<file path="src/rtl/ctb_pkg.sv">
// Shared types, constants and the seven-segment encoder for the countdown timer.
// No dependencies; every other file imports it.
`default_nettype none

package ctb_pkg;

  typedef enum logic [1:0] {
    OP_TICK   = 2'd0,
    OP_START  = 2'd1,
    OP_STOP   = 2'd2,
    OP_SAMPLE = 2'd3
  } op_t;

  localparam int SecW   = 7;
  localparam int TickW  = 8;
  localparam int SegW   = 8;
  localparam int DigitW = 4;

  localparam logic [1:0] BTN_RELEASED = 2'b11;

  localparam logic [7:0] RECIP_TEN   = 8'd205;
  localparam int         RECIP_SHIFT = 11;

  localparam logic [0:0] REG_PRESCALE = 1'b0;
  localparam logic [0:0] REG_MAX      = 1'b1;

  typedef struct packed {
    op_t  op;
    logic up;
    logic down;
  } item_t;

  typedef struct packed {
    logic            running;
    logic            buzzer;
    logic [SegW-1:0] tens_segments;
    logic [SegW-1:0] ones_segments;
    logic [SecW-1:0] remaining;
  } result_t;

  function automatic logic [SegW-1:0] seg_of(input logic [DigitW-1:0] d);
    logic [SegW-1:0] s;
    case (d)
      4'd0: s = 8'hC0;
      4'd1: s = 8'hF9;
      4'd2: s = 8'hA4;
      4'd3: s = 8'hB0;
      4'd4: s = 8'h99;
      4'd5: s = 8'h92;
      4'd6: s = 8'h82;
      4'd7: s = 8'hF8;
      4'd8: s = 8'h80;
      4'd9: s = 8'h90;
      default: s = 8'hFF;
    endcase
    return s;
  endfunction

endpackage

`default_nettype wire

</file>
<file path="src/rtl/ctb_core.sv">
// Timer state registers and the per-event next-state logic.
// Depends on ctb_pkg.
`default_nettype none

module ctb_core
  import ctb_pkg::*;
(
  input  wire logic             clk,
  input  wire logic             rst,
  input  wire logic             step,
  input  wire item_t            item,
  input  wire logic [TickW-1:0] prescale_threshold,
  input  wire logic [SecW-1:0]  max_setting,
  output logic      [SecW-1:0]  seconds_next,
  output logic                  buzz_next,
  output logic                  run_next
);

  logic [SecW-1:0]  seconds_left;
  logic [TickW-1:0] tick_count;
  logic             run_flag;
  logic             buzz_flag;
  logic [1:0]       last_buttons;

  logic [TickW-1:0] tick_next;
  logic [1:0]       buttons_next;
  logic [1:0]       pat;

  always_comb begin
    seconds_next = seconds_left;
    tick_next    = tick_count;
    run_next     = run_flag;
    buzz_next    = buzz_flag;
    buttons_next = last_buttons;
    pat          = {item.down, item.up};
    case (item.op)
      OP_TICK: begin
        if (run_flag) begin
          if (tick_count > prescale_threshold) begin
            tick_next = '0;
            if (seconds_left != '0) begin
              seconds_next = seconds_left - SecW'(1);
            end else begin
              buzz_next = 1'b1;
            end
          end else begin
            tick_next = tick_count + TickW'(1);
          end
        end
      end
      OP_START: begin
        run_next = 1'b1;
      end
      OP_STOP: begin
        run_next  = 1'b0;
        buzz_next = 1'b0;
      end
      OP_SAMPLE: begin
        if (pat == BTN_RELEASED) begin
          buttons_next = BTN_RELEASED;
        end else if (pat != last_buttons) begin
          buttons_next = pat;
          if (!item.up) begin
            if (seconds_left < max_setting) begin
              seconds_next = seconds_left + SecW'(1);
            end
          end else if (seconds_left != '0) begin
            seconds_next = seconds_left - SecW'(1);
          end
        end
      end
      default: begin
      end
    endcase
  end

  always_ff @(posedge clk) begin
    if (rst) begin
      seconds_left <= '0;
      tick_count   <= '0;
      run_flag     <= 1'b0;
      buzz_flag    <= 1'b0;
      last_buttons <= BTN_RELEASED;
    end else if (step) begin
      seconds_left <= seconds_next;
      tick_count   <= tick_next;
      run_flag     <= run_next;
      buzz_flag    <= buzz_next;
      last_buttons <= buttons_next;
    end
  end

endmodule

`default_nettype wire

</file>
<file path="src/rtl/ctb_digits.sv">
// Splits the seconds value into two decimal digits and encodes both for the display.
// Depends on ctb_pkg.
`default_nettype none

module ctb_digits
  import ctb_pkg::*;
(
  input  wire logic [SecW-1:0] value,
  output logic      [SegW-1:0] ones_segments,
  output logic      [SegW-1:0] tens_segments
);

  logic [SecW+7:0]   prod;
  logic [DigitW-1:0] quot;
  logic [SecW-1:0]   quot_x10;
  logic [DigitW-1:0] ones_digit;
  logic [DigitW-1:0] tens_digit;

  always_comb begin
    prod       = (SecW+8)'(value) * (SecW+8)'(RECIP_TEN);
    quot       = prod[RECIP_SHIFT +: DigitW];
    quot_x10   = SecW'({quot, 3'b000}) + SecW'({quot, 1'b0});
    ones_digit = DigitW'(value - quot_x10);
    tens_digit = (quot >= DigitW'(10)) ? quot - DigitW'(10) : quot;
    ones_segments = seg_of(ones_digit);
    tens_segments = seg_of(tens_digit);
  end

endmodule

`default_nettype wire

</file>
<file path="src/rtl/ctb_out_reg.sv">
// Result register on the master side; holds a result until the receiver takes it.
// Depends on ctb_pkg.
`default_nettype none

module ctb_out_reg
  import ctb_pkg::*;
(
  input  wire logic    clk,
  input  wire logic    rst,
  input  wire logic    load,
  input  wire result_t result_in,
  input  wire logic    take,
  output logic         valid,
  output result_t      result
);

  always_ff @(posedge clk) begin
    if (rst) begin
      valid <= 1'b0;
    end else if (load) begin
      valid <= 1'b1;
    end else if (take) begin
      valid <= 1'b0;
    end
  end

  always_ff @(posedge clk) begin
    if (load) begin
      result <= result_in;
    end
  end

endmodule

`default_nettype wire

</file>
<file path="src/rtl/countdown_timer_buzzer.sv">
// Two-digit countdown timer with buzzer, top level.
// Depends on ctb_pkg, ctb_core, ctb_digits and ctb_out_reg.
//
// Usage:
//   Each request on the slave side is one event: tick, start, stop or a
//   button sample (operation in s_axis_tuser). Each event yields exactly one
//   result on the master side with the seconds value, both active-low digit
//   patterns, and the buzzer and running flags after the event.
//   The cfg channel writes prescale_threshold (index 0) and max_setting
//   (index 1); cfg_ready is always high. Write only while the block is idle.
// Data path and throughput:
//   A request is held in the input register; when no result is pending or the
//   pending result is taken, the next-state logic and the digit encoder update the
//   state and load the result register. One request per cycle is sustained while
//   m_axis_tready is high; the single state update per event sets that rate.
// Reset:
//   rst clears the value, prescaler, run and buzzer flags, marks both buttons
//   released and restores threshold 15 and max setting 99. No result pending.
// Stall:
//   While m_axis_tready is low the result holds; one more request still
//   enters the input register, after which s_axis_tready drops.
`default_nettype none

module countdown_timer_buzzer
  import ctb_pkg::*;
(
  input  wire logic        clk,
  input  wire logic        rst,
  input  wire logic        s_axis_tvalid,
  output logic             s_axis_tready,
  input  wire logic [7:0]  s_axis_tdata,   // [0] button_up_level, [1] button_down_level
  input  wire logic [1:0]  s_axis_tuser,   // [1:0] operation
  output logic             m_axis_tvalid,
  input  wire logic        m_axis_tready,
  output logic      [31:0] m_axis_tdata,   // [6:0] remaining, [14:7] ones_segments,
                                           // [22:15] tens_segments, [23] buzzer,
                                           // [24] running
  input  wire logic        cfg_valid,
  output logic             cfg_ready,
  input  wire logic [0:0]  cfg_index,
  input  wire logic [7:0]  cfg_data
);

  logic [TickW-1:0] prescale_threshold;
  logic [SecW-1:0]  max_setting;

  logic    in_valid;
  item_t   in_item;
  logic    advance;

  logic [SecW-1:0] seconds_next;
  logic            buzz_next;
  logic            run_next;
  logic [SegW-1:0] ones_seg;
  logic [SegW-1:0] tens_seg;
  result_t         result_next;
  result_t         result;

  assign cfg_ready     = 1'b1;
  assign advance       = in_valid && (!m_axis_tvalid || m_axis_tready);
  assign s_axis_tready = !in_valid || advance;

  always_ff @(posedge clk) begin
    if (rst) begin
      prescale_threshold <= TickW'(15);
      max_setting        <= SecW'(99);
    end else if (cfg_valid) begin
      case (cfg_index)
        REG_PRESCALE: prescale_threshold <= cfg_data;
        REG_MAX:      max_setting        <= cfg_data[SecW-1:0];
        default: begin
        end
      endcase
    end
  end

  always_ff @(posedge clk) begin
    if (rst) begin
      in_valid <= 1'b0;
    end else if (s_axis_tready) begin
      in_valid <= s_axis_tvalid;
    end
  end

  always_ff @(posedge clk) begin
    if (s_axis_tvalid && s_axis_tready) begin
      in_item <= '{op: op_t'(s_axis_tuser), up: s_axis_tdata[0], down: s_axis_tdata[1]};
    end
  end

  ctb_core u_core (
    .clk                (clk),
    .rst                (rst),
    .step               (advance),
    .item               (in_item),
    .prescale_threshold (prescale_threshold),
    .max_setting        (max_setting),
    .seconds_next       (seconds_next),
    .buzz_next          (buzz_next),
    .run_next           (run_next)
  );

  ctb_digits u_digits (
    .value         (seconds_next),
    .ones_segments (ones_seg),
    .tens_segments (tens_seg)
  );

  assign result_next = '{running:       run_next,
                         buzzer:        buzz_next,
                         tens_segments: tens_seg,
                         ones_segments: ones_seg,
                         remaining:     seconds_next};

  ctb_out_reg u_out (
    .clk       (clk),
    .rst       (rst),
    .load      (advance),
    .result_in (result_next),
    .take      (m_axis_tready),
    .valid     (m_axis_tvalid),
    .result    (result)
  );

  assign m_axis_tdata = {7'd0, result};

endmodule

`default_nettype wire

</file>
<file path="config.mk">
export PLATFORM = sky130hd
export DESIGN_NAME = countdown_timer_buzzer
export DESIGN_NICKNAME = d
export VERILOG_FILES = /design/src/rtl/ctb_pkg.sv /design/src/rtl/ctb_core.sv /design/src/rtl/ctb_digits.sv /design/src/rtl/ctb_out_reg.sv /design/src/rtl/countdown_timer_buzzer.sv
export SDC_FILE = /design/constraint.sdc
export NUM_CORES = 1
export LEC_CHECK = 0
export BUFFER_PORTS_ARGS = -buffer_cell sky130_fd_sc_hd__buf_2
export CAP_MARGIN = 20
export CORE_MARGIN = 1
export CORE_UTILIZATION = 30
export CTS_CLUSTER_DIAMETER = 80
export DETAILED_ROUTE_END_ITERATION = 8
export GPL_TIMING_DRIVEN = 1
export PLACE_DENSITY_LB_ADDON = 0.2
export SYNTH_ARGS = -nofsm -noshare
export SYNTH_HDL_FRONTEND = slang
export SYNTH_HIERARCHICAL = 1
export SYNTH_SLANG_ARGS = --single-unit
</file>
<file path="constraint.sdc">
create_clock -name clk -period 9.38 [get_ports clk]
set_clock_uncertainty 0.15 [all_clocks]
set_input_delay 0.469 -clock clk [delete_from_list [all_inputs] [get_ports clk]]
set_output_delay 0.469 -clock clk [all_outputs]
set_load 0.01 [all_outputs]
</file>
Yosys cells after proc, flatten, opt, wreduce, memory -nomap -nowiden

Memories as Yosys holds them, arrays and structs flattened. A register that Yosys moved wholly into a read port is not among the register bits.
Cells that the tools add are included.

Flip-flop bits (word level): 65
ROM bits: 224
Input port bits: 24
Output and inout port bits: 35
Logic and storage cells: 68
Memories: 2

$add $sub $neg: 6
Multipliers: 1
Order comparisons: 3
Equality and inequality tests: 5
Muxes and demuxes: 19
Bitwise operators: 1
Reductions and logical operators: 14

Memories:

| name             | words | width | rd ports | clocked after memory_dff | wr ports | line          | RTL |
|---|---|---|---|---|---|---|---|
| (name not given) | 16    | 7     | 1        | 1                        | 0        | ctb_pkg.sv:43 | `case (d)` |
| (name not given) | 16    | 7     | 1        | 1                        | 0        | ctb_pkg.sv:43 |  |

Operator list:

| kind                   | number |
|---|---|
| $mux W7                | 7 |
| $mul A7 B8 Y15 const B | 1 |
| $pmux W7 S2            | 1 |
| $add A8 B1 Y8 const B  | 1 |
| $gt A8 B8 Y1           | 1 |
| $mux W8                | 1 |
| $add A7 B1 Y7 const B  | 1 |
| $lt A7 B7 Y1           | 1 |
| $reduce_bool A7 Y1     | 1 |
| $sub A7 B1 Y7 const B  | 1 |
| $eq A2 B2 Y1 const B   | 3 |
| $reduce_and A3 Y1      | 2 |
| $mux W1                | 5 |
| $add A4 B4 Y4          | 1 |
| $ge A4 B4 Y1 const B   | 1 |
| $mux W2                | 2 |
| $mux W4                | 1 |
| $pmux W1 S2            | 2 |
| $reduce_and A2 Y1      | 2 |
| $reduce_bool A2 Y1     | 2 |
| $sub A4 B4 Y4          | 1 |
| $sub A4 B4 Y4 const B  | 1 |
| $eq A2 B1 Y1 const B   | 1 |
| $logic_and A1 B1 Y1    | 2 |
| other kinds (5)        | 7 |

Depth between registers and ports, before layout

Gate-level depths: netlist of the first run.

Word-level depth: 9
Gate-level depth with buffers: 31
Gate-level depth less buffers: 28

Modules after synthesis

The synthesis of the first run kept the hierarchy.

By module, submodules not included:

| module                 | times used | cells an instance | area each (um^2) | seq. area each (um^2) |
|---|---|---|---|---|
| ctb_core               | 1          | 298               | 2107.0           | 380.4 |
| ctb_digits             | 1          | 190               | 1599.0           | 0.0 |
| countdown_timer_buzzer | 1          | 84                | 872.1            | 440.4 |
| ctb_out_reg            | 1          | 29                | 789.5            | 770.7 |

Least setup slack after synthesis of the first run

OpenSTA, ideal clock, no wires.

Path kind: register to register
From: reg u_core.seconds_left[1]
To: reg u_out/result[10] (netlist name)
Library setup time: 262 ps
Arrival time: 6189 ps
Required time: 8968 ps
Setup slack: 2779 ps
Stages on the path, launching flop included: 30
Buffers on the path: 2
Period minus slack after synthesis: 6601 ps
Cell sequence: dfxtp_1 -> clkbuf_1 -> inv_1 -> ha_1 -> nor2b_1 -> and3_1 -> buf_6 -> or4_1 -> a21oi_1 -> a41oi_1 -> a31oi_1 -> ha_1 -> inv_1 -> fa_1 -> inv_1 -> ha_1 -> inv_1 -> fa_1 -> inv_1 -> ha_1 -> a211o_1 -> o211ai_1 -> o211ai_1 -> xnor2_1 -> inv_1 -> ha_1 -> inv_1 -> ha_1 -> o21ai_0 -> a21oi_1

Longest elaborated chain between the ends: 9
Elaborated cells on any way between the ends: 15
Classes of those cells: 4 x add/sub; 1 x mul; 1 x order compare; 8 x mux; 1 x reduce/logical

Ends and longest elaborated chain:

| what                                  | line                                           | RTL |
|---|---|---|
| start: declaration                    | ctb_core.sv:19                                 | `logic [SecW-1:0] seconds_left;` |
| start signal: assignment              | ctb_core.sv:85                                 | `seconds_left <= seconds_next;` |
| $add A7 B1 Y7 (tied with other cells) | ctb_core.sv:65                                 | `seconds_next = seconds_left + SecW'(1);` |
| $mux W7, on equally long branches     | ctb_core.sv:64, ctb_core.sv:41, ctb_core.sv:67 |  |
| $mux W7                               | ctb_core.sv:63                                 | `if (!item.up) begin` |
| $mux W7                               | ctb_core.sv:61                                 | `end else if (pat != last_buttons) begin` |
| $mux W7                               | ctb_core.sv:59                                 | `if (pat == BTN_RELEASED) begin` |
| $pmux W7 S2 (*)                       | ctb_core.sv:36                                 | `case (item.op)` |
| named net seconds_next[4]             | countdown_timer_buzzer.sv:51                   | `logic [SecW-1:0] seconds_next;` |
| $mul A7 B8 Y15 (*)                    | ctb_digits.sv:20                               | `prod = (SecW+8)'(value) * (SecW+8)'(RECIP_TEN);` |
| $add A4 B4 Y4 (*)                     | ctb_digits.sv:22                               | `quot_x10 = SecW'({quot, 3'b000}) + SecW'({quot, 1'b0});` |
| $sub A4 B4 Y4 (*)                     | ctb_digits.sv:23                               | `ones_digit = DigitW'(value - quot_x10);` |

Mark *: on every way through the listed nets, which the timed path passes. The rest lies on a longest branch.
A chain may end at the register's enable or synchronous reset.

Final worst setup path of the first run

From: reg u_core.seconds_left[0]
To: reg u_out/result[13] (netlist name)

Longest elaborated chain between the ends: 9
Elaborated cells on any way between the ends: 15
Classes of those cells: 4 x add/sub; 1 x mul; 1 x order compare; 8 x mux; 1 x reduce/logical

Ends and longest elaborated chain:

| what                                  | line |
|---|---|
| $add A7 B1 Y7 (tied with other cells) | ctb_core.sv:65 |
| $mux W7, on equally long branches     | ctb_core.sv:64, ctb_core.sv:41, ctb_core.sv:67 |
| $mux W7                               | ctb_core.sv:63 |
| $mux W7                               | ctb_core.sv:61 |
| $mux W7                               | ctb_core.sv:59 |
| $pmux W7 S2 (*)                       | ctb_core.sv:36 |
| named net seconds_next[4]             | countdown_timer_buzzer.sv:51 |
| $mul A7 B8 Y15 (*)                    | ctb_digits.sv:20 |
| $add A4 B4 Y4 (*)                     | ctb_digits.sv:22 |
| $sub A4 B4 Y4 (*)                     | ctb_digits.sv:23 |

Marked as above.

==> reports/results.ini, run 1 <==
[route]
first_pass_iters = 5
avgViaCountPerCell = 5.12
wl_mm = 12.1
first_iter_violations = 235
drc_errors = 0
antenna_left = 0
vias = 4383
wl_per_cell_um = 14.1

[clock_tree]
cts-htree-levels = 3
post_cts_buffers = 0
clk_pin_slew_ns = 0.05
cts_hold_buf = 0
cts_resized = 0
clk_latency_ns = 0.34
cts_tree = built
clockRootBuffer = clkbuf_16
clockBufferDepth = 2
numCtsBuffers = 9
numClockSinks = 65

[setup_path]
path_buf_inv = 6
cp-startpoint = u_core/seconds_left[0]$_SDFFE_PP0P_
crit_arrival_ns = 7.78
cpMostUsedCell = inv_1
worst_r2r_endpoint = u_out/result[13]$_DFFE_PP_
rr_startpoint = u_core/seconds_left[0]$_SDFFE_PP0P_
slowest_stage = xor2_1
path_class = reg2reg
start_kind = register
cp-end-kind = register
reg2reg_slack_ns = 1.53
crit_family = adder cells
worstPathRequired_ns = 9.31
rr_worst_depth = 27
cp_max_fo = 12
cpPeakStageDelay_ns = 0.60

[layout]
drive_above_1_share_pct = 13.2
antenna_cells = 0
final_util_pct = 34.6
area.growth.synth_to_final_pct = 11.9
nets = 726

[grt]
first_global_vias = 4174
grt-ovfl-total = 0
track_usage_pct = 14.0
use_met2_pct = 22.8
globalRouteMet3Util_pct = 2.17
grt_pass1_wl_mm = 20.3
grt_max_degree = 35
grtUsageMet1_pct = 17.9
antenna_found_initial = 0
grt-busiest-layer = met2

[worst_hold_path]
min_to = in_item[0]$_DFFE_PP_
hold_depth = 1
min_path_type = in2reg
min_from = s_axis_tdata[1]

[power]
power_density_mw_per_mm2 = 229
power_mw = 1.38
peakVddDrop_mv = 0.0904
leakage_nw = 2.61

[placed_design]
routabilityCongestion = 0.852
port_buffers = 44
hpwl_mm = 9.16

[floorplanning]
die_h_um = 136
core.rowCount = 48
start_util_pct = 30.9
coreArea_mm2 = 0.0174
fp.dieArea_mm2 = 0.0184
die_x_um = 136
ioPinCount = 59

[yosys]
async_reset_ff_share_pct = 0
synth_area_leaders = edfxtp_1, ha_1, dfxtp_1
synthMuxAreaShare_pct = 2.26
netlist_area_mm2 = 0.00537
synth_compound_area_share_pct = 22.1
synth-simple-area-share_pct = 15.8
yosys.cell_types.count = 79
synth_cells = 601
synthXorXnorAreaFrac_pct = 2.73
synth_enable_flop_cells = 29
synth_area_leader_cell = edfxtp_1
synth-seq-cells = 65
synth_warnings = 6
syn_avg_cell_area_um2 = 8.93
synth_top_area_share_pct = 16.2
synthAdderAreaFrac_pct = 18.8
synth_top_family_by_area = compound AO/OA/AOI/OAI gates
ys.flop_type = dfxtp_1
ys_seq_area_share_pct = 29.7

[sta]
fin_crit_ns = 7.85
slew_violations = 0
slew_headroom_pct = 41.4
timing.hold.ws_ns = 0.157
max_freq_ghz = 0.127
rsz0062_at_grt = false
setup_viol = 0
hold_viol = 0
setup_tns_ns = 0
tightest_slew_ns = 0.876
period_share_pct = 83.7

[job]
drv_cap = 0

[outcome]
status = finished clean

-- per-stage QoR --
step	worst slack [ns]	instance area [um2]	std cells
final	1.53	6010	856
after CTS	1.62	6010	856
after floorplan	2.78	5390	608
after global routing	0.867	6010	856
after detailed placement	1.64	5690	840
after global placement	1.68	5690	840
-- report_power, final --
part / total (mW) / leakage, nW / internal (mW) / switching (mW)
combinational: 0.644 / 1.89 / 0.256 / 0.388
clock: 0.349 / 0.149 / 0.213 / 0.136
sequential: 0.385 / 0.568 / 0.368 / 0.0168
total: 1.38 / 2.61 / 0.837 / 0.541
-- worst max path at each step --
stage | to | cells past startpoint | slack (ns)
after floorplan | u_out/result[10]$_DFFE_PP_ | 29 | 2.78
after global placement | u_out/result[13]$_DFFE_PP_ | 27 | 1.68
after detailed placement | u_out/result[7]$_DFFE_PP_ | 27 | 1.64
after CTS | u_out/result[13]$_DFFE_PP_ | 27 | 1.62
after global routing | u_out/result[13]$_DFFE_PP_ | 27 | 0.87
final | u_out/result[13]$_DFFE_PP_ | 27 | 1.53
-- registers in the layout, indices dropped and copies added (netlist names) --
signal,cells
u_core/run_flag,1
u_out/valid,1
u_core/seconds_left,7
u_out/result,25
max_setting,7
prescale_threshold,8
u_core/last_buttons,2
in_item,4
u_core/buzz_flag,1
u_core/tick_count,8
in_valid,1
-- cells in the final DEF, fill, tap and decap left out, types with 19 or more instances in the layout --
master,synthesis,final
nand2_1,29,29
nor2_1,44,44
o21ai_0,24,24
inv_1,62,62
edfxtp_1,29,29
a21oi_1,40,40
buf_2,5,44
nand3_1,19,19
ha_1,68,68
dfxtp_1,36,36
-- cells in the mapped netlist (7+ instances only) --
cell type / number
mux2i_1: 11
o21ai_0: 24
o21ai_1: 8
xnor2_1: 9
nor2_1: 44
nor2b_1: 11
dfxtp_1: 36
edfxtp_1: 29
a211oi_1: 9
buf_4: 11
nand3_1: 19
a21oi_1: 40
fa_1: 8
nand2_1: 29
ha_1: 68
o211ai_1: 11
and3_1: 7
inv_1: 62
nand2b_1: 13
clkbuf_1: 18
nor3_1: 7
a31oi_1: 15
-- final cells by class --
class / instances / area (um2)
fill: 1780 / 11300
clock inverter: 4 / 33.8
sequential: 65 / 1590
multi-input combinational: 443 / 3360
clock buffer: 12 / 279
timing repair buffer: 45 / 228
tap: 225 / 282
inverter: 62 / 233
-- per-layer routing --
metal	routed length (um)	share of wire [%]
met1	5610	46
met2	5790	48
met3	426	3.5
met4	265	2.2
met5	0	0
-- logic make-up after synthesis --
logic type      after synthesis
flops                        65
mux                          12
compound gates              167
other cells                   3
xor+xnor                     15
buf+inv                     100
simple gates                163
fa+ha+maj                    76
Note: power is estimated with default switching activity, not from simulation.
==> run 2, diff against run 1 <==
==> constraint.sdc (replaced) <==
create_clock -name clk -period 7.9 [get_ports clk]
set_clock_uncertainty 0.15 [all_clocks]
set_input_delay 0.395 -clock clk [delete_from_list [all_inputs] [get_ports clk]]
set_output_delay 0.395 -clock clk [all_outputs]
set_load 0.01 [all_outputs]
==> run 2 against run 1 <==
Net effect:
- worst setup slack lost 0.77 ns
- sequential share of layout area shrank 0.11 points
- total power grew 17%
- first-iteration DRC count shrank 13%
- final cell count grew 1.1%
- register-to-register slack lost 0.77 ns
==> reports/results.ini, run 2 (same netlist as run 1, synthesis figures left out) <==
[layout]
nFillCells = 1792  ; +0.67%
reg_top3 = u_out/result x25, prescale_threshold x8, u_core/tick_count x8
largest_reg_flops = 25  ; unchanged
final_common_cell = ha_1
antenna_cells = 0  ; unchanged
area.growth.synth_to_final_pct = 12.4
top_register = u_out/result
final_cell_mix = ha_1, inv_1, nor2_1, buf_2, a21oi_1
drive_above_1_share_pct = 14.5  ; +1.4 points
nets = 735  ; +1.2%

[placed_design]
routabilityCongestion = 0.861  ; +1.1%
pre_cts_ws_ns = 0.830  ; -0.806 ns
hpwl_mm = 9.26  ; +1.2%
port_buffers = 44  ; unchanged

[sta]
setup_ws_ns = 0.763  ; -0.766 ns
tightest_slew_ns = 0.886  ; +0.0105 ns
timing.hold.ws_ns = 0.0779  ; -0.0791 ns
rsz0062_at_grt = false
max_freq_ghz = 0.140  ; +10%
slew_violations = 0  ; unchanged
hold_viol = 0  ; unchanged
period_share_pct = 90.3  ; +6.6 points
setup_viol = 0  ; unchanged
fin_crit_ns = 7.14  ; -0.714 ns
slew_headroom_pct = 40.8  ; -0.55 points
setup_tns_ns = 0  ; unchanged

[clock_tree]
clk_pin_slew_ns = 0.06  ; about the same
cts_resized = 0  ; unchanged
clk_latency_ns = 0.35  ; about the same
clockBufferDepth = 2  ; unchanged
cts_hold_buf = 0  ; unchanged
numClockSinks = 65  ; unchanged
cts-htree-levels = 3  ; unchanged
numCtsBuffers = 9  ; unchanged
post_cts_buffers = 0  ; unchanged
clockRootBuffer = clkbuf_16
cts_tree = built

[setup_path]
crit_family = adder cells
reg2reg_slack_ns = 0.76  ; -0.77 ns
cp_max_fo = 10  ; -2
path_class = reg2reg
start_kind = register
cp-end-kind = register
slowest_stage = dfxtp_1
crit_arrival_ns = 7.07  ; -0.71 ns
path_buf_inv = 6  ; unchanged
worstPathRequired_ns = 7.83  ; -1.48 ns
cpPeakStageDelay_ns = 0.56  ; -0.04 ns

[floorplanning]
coreArea_mm2 = 0.0174  ; unchanged
fp.dieArea_mm2 = 0.0184  ; unchanged
start_util_pct = 30.9  ; unchanged
die_x_um = 136  ; unchanged
core.rowCount = 48  ; unchanged
ioPinCount = 59  ; unchanged
die_h_um = 136  ; unchanged

[power]
power_density_mw_per_mm2 = 267  ; +16%
leakage_nw = 2.65  ; +1.4%
peakVddDrop_mv = 0.114  ; +26%

[grt]
track_usage_pct = 14.1  ; +0.16 points
grt-ovfl-total = 0  ; unchanged
grt-busiest-layer = met2
grt_pass1_wl_mm = 20.4  ; +0.72%
grtUsageMet1_pct = 17.3  ; -0.59 points
grt_max_degree = 35  ; unchanged
antenna_found_initial = 0  ; unchanged
globalRouteMet3Util_pct = 3.55  ; +1.4 points
first_global_vias = 4292  ; +2.8%
use_met2_pct = 23.2  ; +0.43 points

[job]
drv_cap = 0  ; unchanged

[route]
vias = 4410  ; +0.62%
wl_mm = 12.2  ; +0.72%
first_pass_iters = 5  ; unchanged
first_iter_violations = 204  ; -13%
antenna_left = 0  ; unchanged
drc_errors = 0  ; unchanged
avgViaCountPerCell = 5.10  ; -0.43%
wl_per_cell_um = 14.1  ; -0.33%

[outcome]
status = finished clean

[worst_hold_path]
min_path_type = in2reg

[run 2: area by class of cell]
type	count	area (um2)	area share (%)
clock buffers	9	225	3.73
clock inverters	7	45.0	0.747
inverters	62	233	3.86
multi-input cells	443	3360	55.7
flip-flops and latches	65	1590	26.4
well taps	225	282	4.67
repair buffers	54	295	4.90
[run 2: worst paths after layout]
| path | end | from | cells after the start |
|---|---|---|---|
| max | u_out/result[13]$_DFFE_PP_ | u_core/seconds_left[0]$_SDFFE_PP0P_ | 28 |
| min | in_item[2]$_DFFE_PP_ | s_axis_tuser[0] | 1 |
| min reg2reg | u_core/buzz_flag$_SDFFE_PP0P_ | u_core/buzz_flag$_SDFFE_PP0P_ | 2 |
| max reg2reg | u_out/result[13]$_DFFE_PP_ | u_core/seconds_left[0]$_SDFFE_PP0P_ | 28 |
[run 2: where the power goes]
group / total [mW] / internal, mW / switching [mW]
Sequential: 0.452 / 0.437 / 0.0152
Clock: 0.372 / 0.212 / 0.160
Combinational: 0.785 / 0.323 / 0.462
Total: 1.61 / 0.972 / 0.637
[run 2: layer usage]
layer,part of all wire (%),routed length [um]
met4,2.1,259
met2,48,5810
met5,0,0
met1,46,5620
met3,4.0,493
[run 2: per-stage QoR]
step | cells | total power [mW] | cell area, um2 | utilization, %
6_report | 865 | 1.61 | 6030 | 34.8
4_1_cts | 865 | 1.64 | 6030 | 34.8
5_1_grt | 865 | 1.76 | 6030 | 34.8
3_5_place_dp | 849 | 1.25 | 5760 | 33.2
3_3_place_gp | 849 | 1.24 | 5760 | 33.2
2_1_floorplan | 608 | 1.07 | 5390 | -
